**src/hdl/lash_pkg.sv**
```systemverilog
// Shared types, constants and stage counts for the Lambert plus ambient shader.
package lash_pkg;

	// Default coordinate width in bits (signed Q16.16 at 32).
	localparam int COORD_WIDTH_DEF = 32;
	// Width of every external coordinate field and of configuration data.
	localparam int FIELD_W = 32;
	// Reduced vector component width (magnitude below 2^15).
	localparam int RED_W = 16;
	// Square-root operand and result widths.
	localparam int SQ_IN_W = 64;
	localparam int ROOT_W = 32;
	// Quotient bits produced by the diffuse divider.
	localparam int DIV_BITS = 9;

	// Stage counts of the pipeline sections.
	localparam int FRONT_ST = 6;
	localparam int SQ_ST = ROOT_W / 2;
	localparam int DIV_ST = DIV_BITS + 1;
	localparam int OUT_ST = 2;
	localparam int NUM_ST = FRONT_ST + SQ_ST + DIV_ST + OUT_ST;

	// Vector slots in the front end.
	localparam int VEC_L = 0;
	localparam int VEC_V = 1;
	localparam int VEC_N = 2;

	// Configuration register indexes.
	typedef enum logic [2:0] {
		REG_LIGHT_X  = 3'd0,
		REG_LIGHT_Y  = 3'd1,
		REG_LIGHT_Z  = 3'd2,
		REG_CAMERA_X = 3'd3,
		REG_CAMERA_Y = 3'd4,
		REG_CAMERA_Z = 3'd5,
		REG_AMB_LVL  = 3'd6,
		REG_AMB_RGB  = 3'd7
	} cfg_reg_t;

	// Input transaction payload.
	typedef struct packed {
		logic signed [31:0] hit_x;
		logic signed [31:0] hit_y;
		logic signed [31:0] hit_z;
		logic signed [31:0] normal_x;
		logic signed [31:0] normal_y;
		logic signed [31:0] normal_z;
		logic [7:0]         surface_red;
		logic [7:0]         surface_green;
		logic [7:0]         surface_blue;
	} shade_in_t;

	// Output transaction payload.
	typedef struct packed {
		logic [16:0] shade_red;
		logic [16:0] shade_green;
		logic [16:0] shade_blue;
		logic        degenerate;
	} shade_out_t;

	// Values that ride alongside the arithmetic through the back half.
	typedef struct packed {
		logic [31:0]     dot;
		logic [2:0][7:0] col;
		logic            degen;
		logic            dpos;
	} side_t;

endpackage

```
**src/hdl/lash_sqrt.sv**
```systemverilog
// Pipelined integer square root, two result bits per stage.
module lash_sqrt import lash_pkg::*; (
	input  logic                 clk,
	input  logic [SQ_ST-1:0]     en,
	input  logic [SQ_IN_W-1:0]   x,
	input  side_t                side_in,
	output logic [ROOT_W-1:0]    root,
	output side_t                side_out
);

	localparam int REM_W = ROOT_W + 3;

	logic [SQ_IN_W-1:0] sq_x_s    [SQ_ST];
	logic [REM_W-1:0]   sq_rem_s  [SQ_ST];
	logic [ROOT_W-1:0]  sq_root_s [SQ_ST];
	side_t              sq_side_s [SQ_ST];

	for (genvar s = 0; s < SQ_ST; s++) begin : g_st
		logic [SQ_IN_W-1:0] xi;
		logic [REM_W-1:0]   ri;
		logic [ROOT_W-1:0]  qi;
		side_t              si;
		logic [REM_W-1:0]   r_a, r_b;
		logic [ROOT_W-1:0]  q_a, q_b;

		if (s == 0) begin : g_first
			assign xi = x;
			assign ri = '0;
			assign qi = '0;
			assign si = side_in;
		end else begin : g_next
			assign xi = sq_x_s[s-1];
			assign ri = sq_rem_s[s-1];
			assign qi = sq_root_s[s-1];
			assign si = sq_side_s[s-1];
		end

		// Two restoring steps on the next four operand bits.
		always_comb begin
			logic [REM_W-1:0] t;
			r_a = {ri[REM_W-3:0], xi[SQ_IN_W-1:SQ_IN_W-2]};
			t = {1'b0, qi, 2'b01};
			if (r_a >= t) begin
				r_a = r_a - t;
				q_a = {qi[ROOT_W-2:0], 1'b1};
			end else begin
				q_a = {qi[ROOT_W-2:0], 1'b0};
			end
			r_b = {r_a[REM_W-3:0], xi[SQ_IN_W-3:SQ_IN_W-4]};
			t = {1'b0, q_a, 2'b01};
			if (r_b >= t) begin
				r_b = r_b - t;
				q_b = {q_a[ROOT_W-2:0], 1'b1};
			end else begin
				q_b = {q_a[ROOT_W-2:0], 1'b0};
			end
		end

		always_ff @(posedge clk) begin
			if (en[s]) begin
				sq_x_s[s]    <= {xi[SQ_IN_W-5:0], 4'b0000};
				sq_rem_s[s]  <= r_b;
				sq_root_s[s] <= q_b;
				sq_side_s[s] <= si;
			end
		end
	end

	assign root     = sq_root_s[SQ_ST-1];
	assign side_out = sq_side_s[SQ_ST-1];

endmodule

```
**config.mk**
```make
export PLATFORM = sky130hd
export DESIGN_NAME = lash_sqrt
export DESIGN_NICKNAME = d
export VERILOG_FILES = /design/src/hdl/lash_pkg.sv /design/src/hdl/lash_sqrt.sv
export SDC_FILE = /design/constraint.sdc
export NUM_CORES = 2
export LEC_CHECK = 0
export ABC_AREA = 1
export BUFFER_PORTS_ARGS = -buffer_cell sky130_fd_sc_hd__buf_2
export CORE_MARGIN = 2
export CORE_UTILIZATION = 64
export DETAILED_ROUTE_END_ITERATION = 7
export PLACE_DENSITY_LB_ADDON = 0.25
export SKIP_LAST_GASP = 1
export SYNTH_ARGS = -nofsm -noshare
export SYNTH_HDL_FRONTEND = slang
export SYNTH_SLANG_ARGS = --single-unit
```
**constraint.sdc**
```tcl
create_clock -name clk -period 4.8 [get_ports clk]
set_input_delay 0.72 -clock clk [delete_from_list [all_inputs] [get_ports clk]]
set_output_delay 0.72 -clock clk [all_outputs]
set_load 0.03 [all_outputs]
```
==> metrics.cfg, run 1 <==
[place]
gp_congestion = 1.05
hpwl_um = 300000
detailedPlace.worstSlack_ns = -0.576
numPortBuffers = 228

[synthesis]
synth_simple_gate_area_share = 0.222
synth_warnings = 0
syn_area_um2 = 119000
synth_xor_area_frac = 0.0356
ys_ff_latch = 2153
synth_edf_count = 2153
synth.area.mux_share = 0
avgSynthCellArea_um2 = 9.28
synth_top_family_by_area = simple AND/OR/NAND/NOR gates
synth_ff_type = edfxtp_1
synthAdderAreaFrac = 0.0584
postSynthCellCount = 12900
ys_async_sr_fraction = 0
synth_compound_area_frac = 0.0817
yosysSeqAreaShare = 0.541
ys_types = 80

[global_route]
grt_max_degree = 102
track_usage = 0.542
grt_overflow_total = 2
grt_pass1_wl_um = 747000
grt_pass1_vias = 112000

[floorplanning]
die_w_um = 436
ioPinCount = 229
start_util = 0.644
fp-row-count = 158
fp.dieH_um = 436

[run_status]
status = did not finish
firstError = [ERROR GRT-0116] Global routing finished with congestion. Check the congestion regions in the DRC Viewer.
lastStage = global routing (5_1_grt)

[clocking]
htreeDepth = 4
root_buffer = clkbuf_16
cts_buffers = 210
clockBufferDepth = 3
cts_sinks = 2153

[synth_stat cells (6+ instances only)]
master / number / share of area
ha_1: 557 / 0.058
nor3b_1: 8 / 0.00050
nand2_1: 3332 / 0.10
nand3b_1: 52 / 0.0033
buf_6: 38 / 0.0036
nand3_1: 752 / 0.032
a21oi_1: 639 / 0.027
a21boi_0: 19 / 0.0012
nor4_1: 36 / 0.0019
nand2_4: 12 / 0.0011
a31oi_1: 48 / 0.0025
nand3_2: 51 / 0.0043
edfxtp_1: 2153 / 0.54
buf_2: 17 / 0.00071
a211oi_1: 8 / 0.00050
inv_1: 1618 / 0.051
nand2_2: 64 / 0.0034
nor2_1: 1245 / 0.039
and2_1: 17 / 0.00089
a21o_1: 39 / 0.0025
or2_2: 41 / 0.0021
nand4_1: 229 / 0.012
nor3_1: 170 / 0.0071
o21ai_1: 89 / 0.0037
nand3_4: 6 / 0.00088
o21a_1: 46 / 0.0029
nor2_2: 62 / 0.0032
inv_2: 49 / 0.0015
o211ai_1: 7 / 0.00044
o21bai_1: 64 / 0.0040
o31ai_1: 8 / 0.00050
clkbuf_1: 46 / 0.0014
a21oi_2: 65 / 0.0048
nor2_4: 23 / 0.0022
xor2_1: 224 / 0.016
buf_4: 24 / 0.0015
nor3_2: 9 / 0.00075
o21ai_2: 42 / 0.0031
o21ai_0: 622 / 0.026
and3_1: 6 / 0.00031
xnor2_1: 260 / 0.019
[logic make-up after synthesis]
| family | count (synthesis) |
|---|---|
| other cells | 1 |
| compound gates | 1727 |
| buf+inv | 1810 |
| xor+xnor | 485 |
| simple gates | 6141 |
| fa+ha+maj | 557 |
| flops | 2153 |
[per-layer routing]
layer / overflow / track usage
met1: 0 / 0.594
met2: 1 / 0.753
met3: 0 / 0.315
met4: 1 / 0.418
met5: 0 / 0.166
[timing repair]
action	CTS
endpoints found under the hold margin	80
cloned	3
pin swaps	31
gates resized for setup	229
setup buffers	41
endpoints found under the setup margin	172
hold buffers	80
[per-stage QoR]
| step | cell area, um2 | setup TNS (ns) | cells |
|---|---|---|---|
| floorplan | 119000 | 0 | 12900 |
| global placement | 130000 | -24.54 | 16400 |
| detailed placement | 130000 | -42.04 | 16400 |
| CTS | 139000 | -0.0208 | 16900 |
==> run 2, diff against run 1 <==
- CORE_UTILIZATION: 64 -> 40
- PLACE_DENSITY_LB_ADDON: 0.25 -> 0.15
==> run 2 against run 1 <==
  * The run now ends clean
  * Synthesized area stayed put
  * Synthesized cell count is the same
==> metrics.cfg, run 2 <==
[drt]
wl_per_cell_um = 22.1
first_pass_iters = 7
wl_um = 418000
via_per_inst = 5.12
drtAntennaViolNets = 0
drcViolationCount = 0
drtIter0Drc = 8135
vias = 97000

[global_route]
grt_pass1_vias = 93800
track_usage = 0.268
grt_max_degree = 92
antenna_found_initial = 17
gr-usage-met2 = 0.436
grt_overflow_total = 0
grt_pass1_wl_um = 607000
busiest_layer = met2
grtUsageMet3 = 0.0302
grt_use_met1 = 0.382

[place]
hpwl_um = 336000  ; was 300000 um
numPortBuffers = 228  ; unchanged
gp_congestion = 0.977  ; was 1.05
dp.cells = 18300  ; was 16400

[final_layout]
largest_reg_flops = 928
final_cell_mix = 3266 x nand2_1, 2153 x edfxtp_1, 1578 x inv_1
stdcell_count = 19000
largest_register = sq_side_s
syn_to_final_growth_pct = 24.1
drive_gt1_frac = 0.198
nets = 15500
top_regs = sq_side_s (928), sq_x_s (480), sq_rem_s (473)
final_common_cell = nand2_1
fillCellCount = 27900

[timing]
tightest_slew_ns = 1.12
max_freq_mhz = 214
finalSetupViolCount = 0
fin_crit_ns = 4.68
fin_crit_sh = 0.975
rsz0062_at_grt = yes
hold_viol_final = 0
skew_ns = 0.0929
final_max_slew_viol_count = 0
whs_ns = 0.0653
relSlewSlack = 0.254

[synthesis]
yosysTopAreaCell = edfxtp_1  ; unchanged
synth.most_common_cell = nand2_1  ; unchanged
synth_ff_type = edfxtp_1  ; unchanged
synth_area_leaders = edfxtp_1 54%, nand2_1 10%, ha_1 5.8%  ; unchanged
syn_area_um2 = 119000  ; unchanged
synthTopCellsByCount = 3332 x nand2_1, 2153 x edfxtp_1, 1618 x inv_1  ; unchanged
synth_warnings = 0  ; unchanged
synth_edf_count = 2153  ; unchanged
ys_types = 80  ; unchanged
ys_async_sr_fraction = 0  ; unchanged
yosysSeqAreaShare = 0.541  ; unchanged
ys_ff_latch = 2153  ; unchanged
avgSynthCellArea_um2 = 9.28  ; unchanged
synth_top_area_share = 0.541  ; unchanged
postSynthCellCount = 12900  ; unchanged

[clocking]
root_buffer = clkbuf_16  ; unchanged
cts_tree = yes
clockBufferDepth = 4  ; was 3
cts_buffers = 234  ; was 210
clkTransAtPathRegs_ns = 0.06
cts_sinks = 2153  ; unchanged
insertion_delay_ns = 0.95
htreeDepth = 4  ; unchanged

[worst_setup_path]
timing.rr.end = sq_rem_s[1][120]$_DFFE_PP_
path_buf_inv = 6
cp.required_ns = 5.53
crit_family = simple AND/OR/NAND/NOR gates
end_kind = flop
regToRegStartpoint = sq_root_s[1][83]$_DFFE_PP_
reg2regPathDepth = 27
start_kind = flop
cpMaxStageDelayCell = edfxtp_1
path_depth = 27
cpMostUsedCell = nand2_1
cpPeakStageDelay_ns = 0.43
reg2reg_slack_ns = 0.12
arrival_ns = 5.41
worst-path-max-fanout = 17
path_class = reg -> reg

[worst_hold_path]
min_path_cells = 1
hold_path_end = sq_x_s[0][51]$_DFFE_PP_
hold_path.startpoint = x[51]
hold_path.class = in -> reg

[pwr]
pwr-share-comb = 0.453
p_leak_uw = 0.0626
p_sw_frac = 0.392
peakVddDrop_mv = 0.408
seqPwrFrac = 0.320
power_frac_clock = 0.226
internal_power_uw = 48500
p_switching_uw = 31200
cellPowerDensity_nw_per_um2 = 538

[floorplanning]
die_w_um = 550  ; was 436 um
fp-row-count = 200  ; was 158
fp.dieH_um = 550  ; was 436 um
start_util = 0.402  ; was 0.644
ioPinCount = 229  ; unchanged
die_area_um2 = 303000
placeableCoreArea_um2 = 297000

[flow_run]
max-cap-violations = 0

[run_status]
status = completed  ; was did not finish

-- run 2: cells by family (layout without fill, tap and decap cells) --
family	count (synthesis)	in the layout	share of synthesized area
buffers and inverters	1810	3954	0.0610
xor gates and xnor gates	485	485	0.0356
and+or+nand+nor	6141	6141	0.222
adders and majority gates	557	557	0.0584
other	1	9	0.0000314
AOI/OAI and AO/OA	1727	1727	0.0817
DFF	2153	2153	0.541
-- run 2: metal layers --
layer / routed length [um] / vias to the layer above
met4: 10600 / 6
li1: - / 47600
met1: 196000 / 46600
met5: 41 / -
met3: 20100 / 452
met2: 192000 / 2451
-- run 2: through the flow --
stage | TNS [ns] | setup WS [ns] | utilization | area (um2) | total power (uW)
floorplan | 0 | 0.498 | - | 119000 | 44300
global placement | -51.20 | -0.845 | 0.456 | 136000 | 60000
detailed placement | -49.06 | -0.818 | 0.456 | 136000 | 59800
CTS | -0.00939 | -0.00939 | 0.488 | 145000 | 78500
global route | -1.80 | -0.0796 | 0.499 | 148000 | 84600
finish | 0 | 0.121 | 0.499 | 148000 | 79700
-- run 2: what timing repair did --
action,CTS,global route
setup endpoints to repair,175,371
gates cloned,0,13
hold buffers,111,0
buffers inserted,34,97
gates resized for setup,130,570
pin swaps,16,93
endpoints found under the hold margin,111,0
-- run 2: cell type report --
type / instances / area [um2] / area share
flip-flops and latches: 2153 / 64700 / 0.436
multi-input cells: 8913 / 49900 / 0.336
repair buffers: 1856 / 14600 / 0.0987
inverters: 1678 / 6410 / 0.0432
clock buffers: 272 / 6040 / 0.0408
well taps: 3939 / 4930 / 0.0333
clock inverters: 144 / 1630 / 0.0110
repair inverters: 4 / 45.0 / 0.000304
diodes: 6 / 15.0 / 0.000101
-- run 2: power by group through the flow --
stage / Sequential (uW) / Clock (uW) / Combinational (uW)
after floorplan: 24900 / 0 / 19400
after global placement: 25800 / 0 / 34100
after detailed placement: 25800 / 0 / 34000
after CTS: 25500 / 18500 / 34500
after global routing: 25700 / 19200 / 39700
final: 25500 / 18100 / 36100
-- run 2: worst max path at each step --
stage | to | from | slack, ns
after global placement | sq_rem_s[1][200]$_DFFE_PP_ | sq_root_s[1][152]$_DFFE_PP_ | -0.84
after detailed placement | sq_rem_s[1][200]$_DFFE_PP_ | sq_root_s[1][152]$_DFFE_PP_ | -0.82
after CTS | sq_rem_s[1][166]$_DFFE_PP_ | sq_root_s[1][102]$_DFFE_PP_ | -0.009
final | sq_rem_s[1][120]$_DFFE_PP_ | sq_root_s[1][83]$_DFFE_PP_ | 0.12
after floorplan | sq_rem_s[1][131]$_DFFE_PP_ | sq_rem_s[1][77]$_DFFE_PP_ | 0.50
after global routing | sq_rem_s[1][29]$_DFFE_PP_ | sq_root_s[0][239]$_DFFE_PP_ | -0.08
No activity file was read; power rests on OpenSTA's default activity.
