$ cat config.mk
export PLATFORM = sky130hd
export DESIGN_NAME = lash_out
export DESIGN_NICKNAME = d
export VERILOG_FILES = /design/src/hdl/lash_pkg.sv /design/src/hdl/lash_out.sv
export SDC_FILE = /design/constraint.sdc
export NUM_CORES = 1
export LEC_CHECK = 0
export BUFFER_PORTS_ARGS = -buffer_cell sky130_fd_sc_hd__clkbuf_2
export CAP_MARGIN = 0
export CORE_MARGIN = 2
export CORE_UTILIZATION = 60
export DETAILED_ROUTE_END_ITERATION = 10
export PLACE_DENSITY = 0.81
export SLEW_MARGIN = 10
export SYNTH_ARGS = -nofsm -noshare
export SYNTH_HDL_FRONTEND = slang
export SYNTH_SLANG_ARGS = --single-unit
$ cat constraint.sdc
create_clock -name clk -period 12.3 [get_ports clk]
set_input_delay 0.615 -clock clk [delete_from_list [all_inputs] [get_ports clk]]
set_output_delay 0.615 -clock clk [all_outputs]
set_load 0.1 [all_outputs]
$ cat src/hdl/lash_pkg.sv
// Shared types, constants and stage counts for the Lambert plus ambient shader.
package lash_pkg;

	// Default coordinate width in bits (signed Q16.16 at 32).
	localparam int COORD_WIDTH_DEF = 32;
	// Width of every external coordinate field and of configuration data.
	localparam int FIELD_W = 32;
	// Reduced vector component width (magnitude below 2^15).
	localparam int RED_W = 16;
	// Square-root operand and result widths.
	localparam int SQ_IN_W = 64;
	localparam int ROOT_W = 32;
	// Quotient bits produced by the diffuse divider.
	localparam int DIV_BITS = 9;

	// Stage counts of the pipeline sections.
	localparam int FRONT_ST = 6;
	localparam int SQ_ST = ROOT_W / 2;
	localparam int DIV_ST = DIV_BITS + 1;
	localparam int OUT_ST = 2;
	localparam int NUM_ST = FRONT_ST + SQ_ST + DIV_ST + OUT_ST;

	// Vector slots in the front end.
	localparam int VEC_L = 0;
	localparam int VEC_V = 1;
	localparam int VEC_N = 2;

	// Configuration register indexes.
	typedef enum logic [2:0] {
		REG_LIGHT_X  = 3'd0,
		REG_LIGHT_Y  = 3'd1,
		REG_LIGHT_Z  = 3'd2,
		REG_CAMERA_X = 3'd3,
		REG_CAMERA_Y = 3'd4,
		REG_CAMERA_Z = 3'd5,
		REG_AMB_LVL  = 3'd6,
		REG_AMB_RGB  = 3'd7
	} cfg_reg_t;

	// Input transaction payload.
	typedef struct packed {
		logic signed [31:0] hit_x;
		logic signed [31:0] hit_y;
		logic signed [31:0] hit_z;
		logic signed [31:0] normal_x;
		logic signed [31:0] normal_y;
		logic signed [31:0] normal_z;
		logic [7:0]         surface_red;
		logic [7:0]         surface_green;
		logic [7:0]         surface_blue;
	} shade_in_t;

	// Output transaction payload.
	typedef struct packed {
		logic [16:0] shade_red;
		logic [16:0] shade_green;
		logic [16:0] shade_blue;
		logic        degenerate;
	} shade_out_t;

	// Values that ride alongside the arithmetic through the back half.
	typedef struct packed {
		logic [31:0]     dot;
		logic [2:0][7:0] col;
		logic            degen;
		logic            dpos;
	} side_t;

endpackage

$ cat src/hdl/lash_out.sv
// Output stages: diffuse clamp, ambient sum, color scaling and the divide by 255.
module lash_out import lash_pkg::*; (
	input  logic                     clk,
	input  logic [OUT_ST-1:0]        en,
	input  logic [2:0][DIV_BITS-1:0] quot,
	input  logic [2:0]               ovf,
	input  side_t                    side,
	input  logic [2:0][7:0]          amb,
	output shade_out_t               result
);

	logic [16:0] y_c [3];
	logic [16:0] y_s1 [3];
	logic degen_s1;
	logic [16:0] res_c [3];
	shade_out_t out_s2;

	// Stage 1: clamp the diffuse term, add the ambient term and scale by the surface color.
	always_comb begin
		logic [7:0] diff;
		for (int c = 0; c < 3; c++) begin
			if (!side.dpos) begin
				diff = '0;
			end else if (ovf[c] || (quot[c] > DIV_BITS'(side.col[c]))) begin
				diff = side.col[c];
			end else begin
				diff = quot[c][7:0];
			end
			y_c[c] = 17'(side.col[c]) * (17'(amb[c]) + 17'(diff));
		end
	end

	always_ff @(posedge clk) begin
		if (en[0]) begin
			y_s1     <= y_c;
			degen_s1 <= side.degen;
		end
	end

	// Stage 2: y * 256 / 255 = y + y / 255, quotient estimate plus one correction.
	always_comb begin
		logic [25:0] p257;
		logic [9:0]  q0;
		logic [17:0] r;
		for (int c = 0; c < 3; c++) begin
			p257 = {1'b0, y_s1[c], 8'b0} + 26'(y_s1[c]);
			q0 = p257[25:16];
			r = 18'(y_s1[c]) - (18'({q0, 8'b0}) - 18'(q0));
			res_c[c] = y_s1[c] + 17'(q0) + 17'(r >= 18'd255);
		end
	end

	always_ff @(posedge clk) begin
		if (en[1]) begin
			out_s2.shade_red   <= res_c[0];
			out_s2.shade_green <= res_c[1];
			out_s2.shade_blue  <= res_c[2];
			out_s2.degenerate  <= degen_s1;
		end
	end

	assign result = out_s2;

endmodule

**Word-level counts from Yosys, hierarchy flattened**

Cells that the tools add are included.

- Bits of input ports: 115
- Register bits: 104
- Output and inout port bits: 52

- Reduce and logical (&&, ||, !) cells: 3
- Mux-type cells: 6
- $lt $le $gt $ge: 6
- Add/sub/neg operators: 18
- Multiply operators: 3

Operators by type and width:

| cell | count |
|---|---|
| adder 25 x 17 -> 26 bit | 3 |
| >= comparator 18 x 8 -> 1 bit (second input constant) | 3 |
| subtractor 17 x 18 -> 18 bit | 3 |
| subtractor 18 x 10 -> 18 bit | 3 |
| adder 17 x 1 -> 17 bit | 3 |
| adder 17 x 10 -> 17 bit | 3 |
| multiplier 8 x 9 -> 17 bit | 3 |
| two-way mux 8 bit | 6 |
| adder 8 x 8 -> 9 bit | 3 |
| > comparator 9 x 8 -> 1 bit | 3 |
| logical OR 1 bit | 3 |

**Logic depth before layout (Yosys ltp)**

Gate-level depths: netlist of run 1.

- Depth after elaboration: 6
- Gate-level depth with buffers: 37
- Gate-level depth less buffers: 35

**Worst setup path after synthesis of run 1**

Ideal clock, no wire load.

- Kind: input -> register
- Start: in side[11] in the netlist's numbering
- End: reg y_s1[33] in the netlist's numbering (data pin)
- Cell stages on the path: 35
- Required time: 12.040 ns
- Path buffers: 2
- Arrival: 7.920 ns
- Setup slack: 4.120 ns
- Setup time: 0.260 ns
- Cells stage by stage: clkbuf_1 -> inv_1 -> ha_1 -> nor2b_1 -> o21a_1 -> o21a_1 -> o211ai_1 -> a21oi_1 -> or4b_2 -> clkbuf_1 -> mux2i_1 -> nor2b_1 -> ha_1 -> fa_1 -> a21oi_1 -> nor2_1 -> nor2_1 -> o21bai_1 -> a21oi_1 -> o21bai_1 -> a21oi_1 -> nor2_1 -> fa_1 -> fa_1 -> fa_1 -> inv_1 -> fa_1 -> inv_1 -> ha_1 -> and3_1 -> nand3_1 -> and3_1 -> o41ai_1 -> a21oi_1 -> xnor2_1

RTL lines:

| item | line | RTL |
|---|---|---|
| from (decl) | lash_out.sv:7 | `input side_t side,` |
| to (signal assigned) | lash_out.sv:35 | `y_s1 <= y_c;` |
| to (decl) | lash_out.sv:13 | `logic [16:0] y_s1 [3];` |

==> results of run 1 <==
-- worst register-to-register path: cells and delay by family (launching register included) --
| family | cells | cell delay [ns] |
|---|---|---|
| compound gates | 16 | 3.66 |
| flops | 1 | 0.57 |
| xor+xnor | 1 | 0.19 |
| buf+inv | 3 | 0.22 |
| fa+ha+maj | 6 | 2.28 |
| simple gates | 4 | 1.30 |
-- cells in the final DEF (no fill, tap or decap), drive strengths merged, types with 90 or more instances in the layout --
master	count
nor2	105
inv	348
clkbuf	143
edfxtp	104
xnor2	111
ha	303
fa	138
nand2	93
and2	162
a21oi	90
-- final cells by class --
class	instances	area (µm²)	area share, %
Multi-Input combinational cell	1500	13200	69.2
Sequential cell	104	3120	16.4
Inverter	344	1290	6.77
Timing Repair Buffer	136	686	3.60
Tap cell	384	480	2.52
Clock buffer	9	225	1.18
Clock inverter	7	61.3	0.322
-- sequential cells by signal, indices dropped and copies added (netlist names) --
name      count
degen_s1      1
result       52
y_s1         51
-- layer usage --
layer	vias to the layer above	wire [µm]	part of all wire [%]	track usage, %
met1	6709	17700	47	35.5
li1	6863	-	-	-
met3	60	2110	5.6	2.71
met4	0	854	2.3	7.09
met5	-	0	0	0
met2	395	17100	45	40.3
-- metrics by stage --
stage	hold WS, ns	utilization (%)
after detailed placement	0.405	65.1
after global routing	0.424	66.1
after floorplan	0.400	-
after global placement	0.404	65.1
final	0.420	66.1
after CTS	0.421	66.1
-- final timing paths --
path	to	from
setup / recovery	y_s1[16]$_DFFE_PP_	side[19]
hold / removal	result[0]$_DFFE_PP_	degen_s1$_DFFE_PP_
setup reg to reg	result[32]$_DFFE_PP_	y_s1[27]$_DFFE_PP_
hold reg to reg	result[0]$_DFFE_PP_	degen_s1$_DFFE_PP_
-- cells by family after synthesis --
group,Yosys count,synth area share (%)
xor+xnor,150,7.42
flops,104,17.6
compound gates,311,11.4
buf+inv,368,7.85
fa+ha+maj,441,37.0
mux,29,1.65
simple gates,569,17.0
==> results by group, run 1 <==
Status
  • Status: finished clean

STA
  • Worst clock skew: ~0.014 ns
  • Time the worst path needs with I/O delays and setup: approximately 8.6 ns
  • RSZ-0062 raised after global routing: no
  • Highest clock rate: 116 MHz
  • Max transition margin: between 40 and 50%
  • Count of endpoints failing setup in the final report: 0
  • Final period util: between 60% and 70%
  • PnR worst setup slack: approximately 3.7 ns
  • Worst Max-Slew Pin Slew: a little under 0.9 ns
  • Final Hold Viols: 0
  • Total Neg Setup Slack: 0 ns
  • Count of final max-slew check failures: 0

Drt
  • Number of vias after detailed routing: between 10,000 and 15,000
  • Routed wire length: ~38 mm
  • Detail-routed via count per cell: 5.65
  • Count of routing violations after the opening detailed-route iteration: 850
  • Final antenna-violating net count: 0
  • Drt drc: 0
  • Wire length per cell after detailed routing: 15.2 µm
  • Drt pass-1 iters: 5

Logic synthesis
  • Yosys warning count: 0
  • Synth unique cells: between 60 and 70
  • Post-synth top cells: sky130_fd_sc_hd__inv_1 (344), sky130_fd_sc_hd__ha_1 (303), sky130_fd_sc_hd__and2_1 (161), sky130_fd_sc_hd__fa_1 (138), sky130_fd_sc_hd__xnor2_1 (111)
  • Largest cells by area after synthesis: sky130_fd_sc_hd__ha_1 (21%), sky130_fd_sc_hd__edfxtp_1 (18%), sky130_fd_sc_hd__fa_1 (16%)
  • Synthesized Nets: 2,528
  • Mean area per synthesized cell: between 8 and 9 µm²
  • Area fraction of the dominant cell type after synthesis: ~21%
  • Mapped Area: 17,700 µm²
  • Number of enable-type register cells in the synthesized netlist: approximately 100
  • Primary FF master, synth: sky130_fd_sc_hd__edfxtp_1
  • Flop and latch count out of synthesis: about 100
  • Sequential area share after synthesis: 17.6%
  • Synthesized instance count: 1,972
  • Most frequently used cell type in the post-synthesis netlist: sky130_fd_sc_hd__inv_1
  • Async set-reset flop share out of synthesis: 0%
  • Post-synthesis cell type with the largest combined area: sky130_fd_sc_hd__ha_1

Worst setup path
  • Top cell family by delay on the critical path: adder cells
  • Endpoint kind of the worst setup timing path: flop
  • Crit Path Category: in -> reg
  • Most Frequent Cell on Critical Path: sky130_fd_sc_hd__fa_1
  • Cell depth of the worst flop-to-flop path: 30
  • Critical Path RT: 12.40 ns
  • Register-to-register setup slack: 3.80 ns
  • Startpoint Class: primary input
  • Maximum fanout along the worst path: 10
  • CP arrival: around 8.7 ns
  • Slowest library cell on the worst path: sky130_fd_sc_hd__o311ai_2
  • Largest stage delay on the critical path: roughly 0.73 ns
  • Buffers plus inverters on the worst setup path: 5
  • Path length in cells of the critical path: 35

Placement
  • Number of buffers inserted by port buffering: approximately 130
  • Number of placed instances with taps included: approximately 2,500
  • Weighted congestion at the end of routability-driven global placement: between 0.9 and 1
  • Post-detail-place hpwl: around 32 mm
  • Worst slack at placement: between 3 and 4 ns
  • Post-placement cell area: around 19,000 µm²

Final layout
  • N_diodes: 0
  • Fraction of layout cells with a size suffix above 1: 8.14%
  • Final cell count without fillers: 2,484
  • Layout Nets: roughly 2,700
  • Number of filler cells placed in the layout: about 2,400
  • Layout overhead on the synthesized area: 7.64%
  • Fin area: between 15,000 and 20,000 µm²

Floorplan
  • Std-Cell Rows: 62
  • Area enclosed by the die boundary: 30,900 µm²
  • Die Y: 176 µm
  • Chip Width: approximately 180 µm
  • Initial Utilization: 61.4%
  • Std-Cell Core Area: around 29,000 µm²
  • Ports: 167

Global route
  • Global-route wire length before repair: 63.2 mm
  • Antenna violations before repair: 0
  • Number of global-route vias before repair: ~13,000
  • Overflow left after global routing: 0
  • Tot GR Track Use: roughly a quarter
  • Pin count of the biggest net entering global routing: 53

Clock tree
  • CTS-repair resized insts: 0
  • Clock latency reported for the late side of the worst-skew pair: approximately 0.36 ns
  • CTS root buffer: sky130_fd_sc_hd__clkbuf_16
  • Cts hold-fix bufs: 0
  • Clock slew at reported path FFs: approximately 0.070 ns
  • Sink Count: between 100 and 150
  • Postcts setup bufs: 0
  • Htree depth: 3
  • Number of CTS-inserted buffers: 9
  • CTS tree: built
  • Maximum root-to-sink buffer count: 2

Hold path
  • Hold Path Cell Cnt: 0
  • Class of the most critical hold timing path: reg -> reg

Job
  • Max_cap viols: 0
Power of run 1 is not shown: default switching activity piles up to over one toggle a cycle in this logic, so the estimate is an artifact.
==> run 2: changes to the inputs <==
CORE_UTILIZATION = 57   (was 60)
PLACE_DENSITY = 0.8   (was 0.81)
clock period = 7.88 ns   (was 12.3 ns; I/O delays follow)
==> run 2 against run 1 <==
Compared with the run above:
- wire length up 5.1%
- cell area is 4.6% higher
- first-iteration DRC count fell by 6.6%
- sequential share of layout area decreased by 0.72 points
- critical path type unchanged
- count of clock-buffer cells in the layout unchanged
- register-to-register slack worse by 3.4 ns
- global-route usage shrank 0.52 points
- final cell count rose by 4.2%
- non-clock buffer count increased by 92
- setup slack lost 3.4 ns
- clock skew fell by 0.0045 ns
- worst hold slack got worse by 0.19 ns
==> results by group, run 2 (synthesis gave the netlist of run 1 again) <==
Final layout
  • Layout Nets: 2,743 (was 2,651)
  • N_diodes: 0 (unchanged)
  • Layout overhead on the synthesized area: 12.6% (was 7.64%)
  • Most frequent standard cell in the layout excluding fill and tap cells: sky130_fd_sc_hd__inv_1 (unchanged)
  • Largest register FFs: 52 (unchanged)
  • Highest-count cells in the layout ignoring fill and taps: sky130_fd_sc_hd__inv_1 (344), sky130_fd_sc_hd__ha_1 (302), sky130_fd_sc_hd__and2_1 (161), sky130_fd_sc_hd__fa_1 (138), sky130_fd_sc_hd__clkbuf_2 (134) (was sky130_fd_sc_hd__inv_1 (344), sky130_fd_sc_hd__ha_1 (303), sky130_fd_sc_hd__and2_1 (161), sky130_fd_sc_hd__fa_1 (138), sky130_fd_sc_hd__clkbuf_2 (134))
  • Fraction of layout cells with a size suffix above 1: 13.2% (was 8.14%)
  • Post-layout util: 65.2% (was 66.1%)

Clock tree
  • Htree depth: 3 (unchanged)
  • CTS root buffer: sky130_fd_sc_hd__clkbuf_16 (unchanged)
  • CTS tree: built (unchanged)
  • Clock slew at reported path FFs: 0.07 ns (about the same)
  • Sink Count: 104 (unchanged)
  • Clock latency reported for the late side of the worst-skew pair: 0.34 ns (was 0.36 ns)
  • Cts hold-fix bufs: 0 (unchanged)
  • Maximum root-to-sink buffer count: 2 (unchanged)
  • Number of CTS-inserted buffers: 9 (unchanged)

Drt
  • Number of vias after detailed routing: 14,300 (was 14,000)
  • Wire length per cell after detailed routing: 15.3 µm (was 15.2 µm)
  • Count of routing violations after the opening detailed-route iteration: 794 (was 850)
  • Detail-routed via count per cell: 5.53 (was 5.65)
  • Final antenna-violating net count: 0 (unchanged)
  • Drt pass-1 iters: 5 (unchanged)
  • Drt drc: 0 (unchanged)
  • Routed wire length: 39.7 mm (was 37.8 mm)

STA
  • Count of final max-slew check failures: 0 (unchanged)
  • Final Hold Viols: 0 (unchanged)
  • Count of endpoints failing setup in the final report: 0 (unchanged)
  • Max transition margin: 49.0% (was 41.1%)
  • Time the worst path needs with I/O delays and setup: 7.59 ns
  • Worst Max-Slew Pin Slew: 0.760 ns (was 0.882 ns)
  • Worst clock skew: 0.00928 ns (was 0.0138 ns)
  • Total Neg Setup Slack: 0 ns (unchanged)
  • Final period util: about 96%
  • Highest clock rate: approximately 130 MHz

Worst setup path
  • Endpoint kind of the worst setup timing path: flop (unchanged)
  • Crit Path Category: in -> reg (unchanged)
  • Maximum fanout along the worst path: 7 (was 10)
  • Top cell family by delay on the critical path: adder cells (unchanged)
  • Buffers plus inverters on the worst setup path: 5 (unchanged)
  • Largest stage delay on the critical path: 0.55 ns (was 0.73 ns)
  • Endpoint of the most critical register-to-register path: result[17]$_DFFE_PP_ (was result[32]$_DFFE_PP_)
  • Critical Path RT: 7.97 ns (was 12.40 ns)
  • Register-to-register setup slack: 0.37 ns (was 3.80 ns)
  • Most Frequent Cell on Critical Path: sky130_fd_sc_hd__fa_1 (unchanged)
  • Slowest library cell on the worst path: sky130_fd_sc_hd__fa_1 (was sky130_fd_sc_hd__o311ai_2)
  • Cell depth of the worst flop-to-flop path: 31 (was 30)
  • Startpoint Class: primary input (unchanged)
  • CP arrival: 7.69 ns (was 8.69 ns)
  • Critical R2R Launch: y_s1[12]$_DFFE_PP_ (was y_s1[27]$_DFFE_PP_)

Floorplan
  • Chip Width: 180 µm (was 176 µm)
  • Std-Cell Core Area: 30,600 µm² (was 28,900 µm²)
  • Initial Utilization: 57.9% (was 61.4%)
  • Die Y: 180 µm (was 176 µm)
  • Area enclosed by the die boundary: 32,500 µm² (was 30,900 µm²)
  • Ports: 167 (unchanged)
  • Std-Cell Rows: 64 (was 62)

Global route
  • Antenna violations before repair: 0 (unchanged)
  • Global-route wire length before repair: 67.2 mm (was 63.2 mm)
  • Tot GR Track Use: 24.4% (was 24.9%)
  • Overflow left after global routing: 0 (unchanged)
  • Pin count of the biggest net entering global routing: 53 (unchanged)
  • Number of global-route vias before repair: 14,400 (was 13,400)

Hold path
  • Worst hold start: side[1] (was degen_s1$_DFFE_PP_)
  • Hold Path Cell Cnt: 1 (was 0)
  • End of the worst hold path: degen_s1$_DFFE_PP_ (was result[0]$_DFFE_PP_)
  • Class of the most critical hold timing path: in -> reg (was reg -> reg)

Placement
  • Weighted congestion at the end of routability-driven global placement: 0.922 (was 0.918)
  • Post-detail-place hpwl: 33.7 mm (was 31.9 mm)
  • Number of buffers inserted by port buffering: 134 (unchanged)

Status
  • Status: finished clean (unchanged)

Job
  • Max_cap viols: 0 (unchanged)
[run 2: changes by cell type in the layout (fill, tap and decap cells not counted), sizes merged]
cell      change
buf          +92
bufinv        +1
clkinv        +1
clkinvlp      -1
inv           -1
[run 2: stage by stage]
stage	hold slack (ns)	area (µm²)	instances	setup WS, ns
2_1_floorplan	0.400	17700	1972	0.0157
3_3_place_gp	0.404	19400	2560	0.0504
3_5_place_dp	0.427	19400	2560	-0.150
4_1_cts	0.229	19700	2576	0.169
5_1_grt	0.230	19900	2588	-0.116
6_report	0.233	19900	2588	0.285
[run 2: worst register-to-register path, delay by kind of cell (launching register included)]
kind	cells	cell delay (ns)
AO/OA/AOI/OAI	13	2.57
XOR/XNOR	1	0.17
adder cells (fa/ha/maj)	6	2.17
buffers and inverters	2	0.12
flip-flops	1	0.53
AND/OR/NAND/NOR	9	1.70
[run 2: how the worst max path moves through the flow]
| stage | endpoint | start | slack [ns] | cells after the start |
|---|---|---|---|---|
| after floorplan | y_s1[16]$_DFFE_PP_ | side[19] | 0.02 | 35 |
| after global placement | y_s1[49]$_DFFE_PP_ | side[3] | 0.05 | 33 |
| after detailed placement | y_s1[33]$_DFFE_PP_ | side[11] | -0.15 | 33 |
| after CTS | result[47]$_DFFE_PP_ | y_s1[46]$_DFFE_PP_ | 0.17 | 28 |
| after global routing | result[17]$_DFFE_PP_ | y_s1[14]$_DFFE_PP_ | -0.12 | 31 |
| final | y_s1[49]$_DFFE_PP_ | side[3] | 0.29 | 33 |
[run 2: cell type report]
cell class | count | area [µm²]
clock buffer | 9 | 225
clock inverter | 7 | 77.6
fill | 2529 | 10600
inverter | 344 | 1290
multi-input combinational | 1500 | 13400
sequential | 104 | 3120
tap | 396 | 495
timing repair buffer | 228 | 1380
[run 2: routing by layer]
metal / track usage (%) / vias up / wire (µm)
met4: 4.74 / 0 / 594
met3: 2.02 / 43 / 1770
met2: 41.2 / 345 / 18500
li1: - / 7047 / -
met5: 0 / - / 0
met1: 34.5 / 6872 / 18800
[run 2: timing repair]
item / 4_1_cts / 5_1_grt
buffers inserted: 0 / 12
setup endpoints to repair: 0 / 28
hold endpoints to repair: 0 / 0
resized for setup: 0 / 33
Power of run 2 is left out for the same reason.
==> run 3: changes to the inputs <==
CORE_UTILIZATION = 60   (was 57)
PLACE_DENSITY = 0.81   (was 0.8)
SKIP_LAST_GASP = 1   (was unset)
clock period = 7.8 ns   (was 7.88 ns; I/O delays follow)
==> run 3 against run 2 <==
Compared with the run above:
- worst hold slack worse by 0.024 ns
- via count is 2.4% higher
- core utilization is 5.0 points higher
- highest routed layer unchanged
- clock skew is 0.0027 ns higher
- setup slack better by 0.063 ns
- sequential share of layout area is 0.25 points lower
- count of clock-buffer cells in the layout stayed put
- first-iteration DRC count is 39% higher
- wire length is 2.2% higher
- final cell count is 1.2% higher
- register-to-register slack worse by 0.02 ns
- critical path depth is 6 lower
- critical path type is now reg -> reg
==> results by group, run 3 (synthesis gave the netlist of run 1 again) <==
STA
  • Count of final max-slew check failures: 0 (unchanged)
  • Count of endpoints failing setup in the final report: 0 (unchanged)
  • Highest clock rate: 134 MHz
  • Final Hold Viols: 0 (unchanged)
  • Worst Max-Slew Pin Slew: 0.657 ns (was 0.760 ns)
  • RSZ-0062 raised after global routing: yes
  • Max transition margin: 56.2% (was 49.0%)
  • Total Neg Setup Slack: 0 ns (unchanged)
  • Time the worst path needs with I/O delays and setup: 7.45 ns
  • Final period util: 95.5%
  • Worst clock skew: 0.0120 ns (was 0.00928 ns)

Worst setup path
  • Critical Path RT: 7.90 ns (was 7.97 ns)
  • CP arrival: 7.56 ns (was 7.69 ns)
  • Maximum fanout along the worst path: 6 (was 7)
  • Crit Path Category: reg -> reg (was in -> reg)
  • Endpoint kind of the worst setup timing path: flop (unchanged)
  • Critical R2R Launch: y_s1[1]$_DFFE_PP_ (was y_s1[12]$_DFFE_PP_)
  • Startpoint Class: flop (was primary input)
  • Launching element of the worst setup path: y_s1[1]$_DFFE_PP_ (was side[3])

Floorplan
  • Die Y: 176 µm (was 180 µm)
  • Std-Cell Core Area: 28,900 µm² (was 30,600 µm²)
  • Area enclosed by the die boundary: 30,900 µm² (was 32,500 µm²)
  • Initial Utilization: 61.4% (was 57.9%)
  • Chip Width: 176 µm (was 180 µm)
  • Ports: 167 (unchanged)
  • Std-Cell Rows: 62 (was 64)

Drt
  • Routed wire length: 40.6 mm (was 39.7 mm)
  • Met3 Routed Length: 2.21 mm (was 1.77 mm)
  • Highest Signal Layer: met4 (unchanged)
  • Detail-routed via count per cell: 5.59 (was 5.53)
  • WL met1: 18.3 mm (was 18.8 mm)
  • Final antenna-violating net count: 0 (unchanged)
  • Number of vias after detailed routing: 14,600 (was 14,300)
  • Drt drc: 0 (unchanged)
  • Count of routing violations after the opening detailed-route iteration: 1,103 (was 794)
  • Routed length on met2: 19.2 mm (was 18.5 mm)
  • Drt pass-1 iters: 8 (was 5)
  • Wire length per cell after detailed routing: 15.5 µm (was 15.3 µm)

Clock tree
  • Htree depth: 3 (unchanged)
  • Cts hold-fix bufs: 0 (unchanged)
  • Clock slew at reported path FFs: 0.08 ns (was 0.07 ns)
  • CTS tree: built (unchanged)
  • Sink Count: 104 (unchanged)
  • Clock latency reported for the late side of the worst-skew pair: 0.36 ns (was 0.34 ns)
  • Maximum root-to-sink buffer count: 2 (unchanged)
  • CTS root buffer: sky130_fd_sc_hd__clkbuf_16 (unchanged)
  • Number of CTS-inserted buffers: 9 (unchanged)

Placement
  • Post-detail-place hpwl: 34.0 mm (was 33.7 mm)
  • Number of buffers inserted by port buffering: 134 (unchanged)
  • Weighted congestion at the end of routability-driven global placement: 0.930 (was 0.922)

Global route
  • Overflow left after global routing: 0 (unchanged)
  • Pin count of the biggest net entering global routing: 53 (unchanged)
  • Antenna violations before repair: 0 (unchanged)
  • Global-route wire length before repair: 67.2 mm (about the same)
  • Number of global-route vias before repair: 14,500 (was 14,400)
  • Tot GR Track Use: 26.2% (was 24.4%)

Final layout
  • Largest register FFs: 52 (unchanged)
  • N_diodes: 0 (unchanged)
  • Most frequent standard cell in the layout excluding fill and tap cells: sky130_fd_sc_hd__inv_1 (unchanged)
  • Layout Nets: 2,785 (was 2,743)
  • Layout overhead on the synthesized area: 14.4% (was 12.6%)
  • Fraction of layout cells with a size suffix above 1: 15.3% (was 13.2%)
  • Number of filler cells placed in the layout: 2,171 (was 2,529)
  • Highest-count cells in the layout ignoring fill and taps: sky130_fd_sc_hd__inv_1 (344), sky130_fd_sc_hd__ha_1 (303), sky130_fd_sc_hd__and2_1 (161), sky130_fd_sc_hd__fa_1 (138), sky130_fd_sc_hd__buf_4 (136) (was sky130_fd_sc_hd__inv_1 (344), sky130_fd_sc_hd__ha_1 (302), sky130_fd_sc_hd__and2_1 (161), sky130_fd_sc_hd__fa_1 (138), sky130_fd_sc_hd__clkbuf_2 (134))

Hold path
  • Worst hold start: side[1] (unchanged)
  • Class of the most critical hold timing path: in -> reg (unchanged)

Status
  • Status: finished clean (unchanged)

Job
  • Max_cap viols: 0 (unchanged)
## run 3: cell count changes in the layout (fill, tap and decap cells not counted), sizes merged
cell,before,now
buf,94,136
clkinv,3,2
clkinvlp,0,2
bufinv,1,0
## run 3: worst max-delay path, stage by stage (launching register included)
cell and delay, ns:
sky130_fd_sc_hd__edfxtp_1 0.45, sky130_fd_sc_hd__ha_1 0.33, sky130_fd_sc_hd__nand4_1 0.13, sky130_fd_sc_hd__a21oi_1 0.24, sky130_fd_sc_hd__nor2_1 0.08, sky130_fd_sc_hd__a211o_1 0.34, sky130_fd_sc_hd__nor2b_2 0.20, sky130_fd_sc_hd__inv_1 0.10
sky130_fd_sc_hd__nor3_1 0.25, sky130_fd_sc_hd__ha_1 0.35, sky130_fd_sc_hd__fa_1 0.48, sky130_fd_sc_hd__ha_1 0.37, sky130_fd_sc_hd__and2_1 0.17, sky130_fd_sc_hd__o21ai_0 0.20, sky130_fd_sc_hd__o31ai_2 0.13, sky130_fd_sc_hd__o41ai_2 0.33
sky130_fd_sc_hd__nor4b_1 0.10, sky130_fd_sc_hd__nor4_1 0.37, sky130_fd_sc_hd__nand4_1 0.23, sky130_fd_sc_hd__fa_1 0.47, sky130_fd_sc_hd__a21o_1 0.20, sky130_fd_sc_hd__a21oi_1 0.25, sky130_fd_sc_hd__o21bai_1 0.13, sky130_fd_sc_hd__a31oi_1 0.28
sky130_fd_sc_hd__o2111ai_1 0.23, sky130_fd_sc_hd__a31oi_1 0.50, sky130_fd_sc_hd__nor2_1 0.12, sky130_fd_sc_hd__xor2_1 0.18
## run 3: cell type report
class | count | area (µm²) | area share, %
Multi-Input combinational cell | 1500 | 13400 | 66.1
Clock buffer | 9 | 225 | 1.11
Sequential cell | 104 | 3120 | 15.4
Tap cell | 384 | 480 | 2.37
Inverter | 344 | 1290 | 6.37
Clock inverter | 7 | 61.3 | 0.302
Timing Repair Buffer | 270 | 1690 | 8.34
## run 3: through the flow
step / util (%) / cells / hold WS (ns) / cell area [µm²] / setup WS (ns)
2_1_floorplan: - / 1972 / 0.400 / 17700 / -0.0455
3_3_place_gp: 68.2 / 2585 / 0.403 / 19700 / 0.0306
3_5_place_dp: 68.2 / 2585 / 0.416 / 19700 / -0.175
4_1_cts: 69.2 / 2601 / 0.210 / 20000 / 0.109
5_1_grt: 70.2 / 2618 / 0.209 / 20300 / -0.0288
6_report: 70.2 / 2618 / 0.210 / 20300 / 0.348
## run 3: path summary, 6_finish.rpt
path                                        endpoint  cells after the start  slack [ns]
worst max-delay path            result[16]$_DFFE_PP_                     27        0.35
worst min-delay path              degen_s1$_DFFE_PP_                      1        0.21
worst max register to register  result[16]$_DFFE_PP_                     27        0.35
worst min register to register   result[0]$_DFFE_PP_                      0        0.43
## run 3: timing repair
| action | CTS | global route |
|---|---|---|
| buffers inserted | 0 | 17 |
| resized for setup | 0 | 44 |
| setup endpoints to repair | 0 | 29 |
## run 3: layer usage
metal / vias up / track usage, %
li1: 7155 / -
met1: 6945 / 36.1
met2: 468 / 44.7
met3: 77 / 1.95
met4: 0 / 6.96
met5: - / 0
Power of run 3 is left out for the same reason.
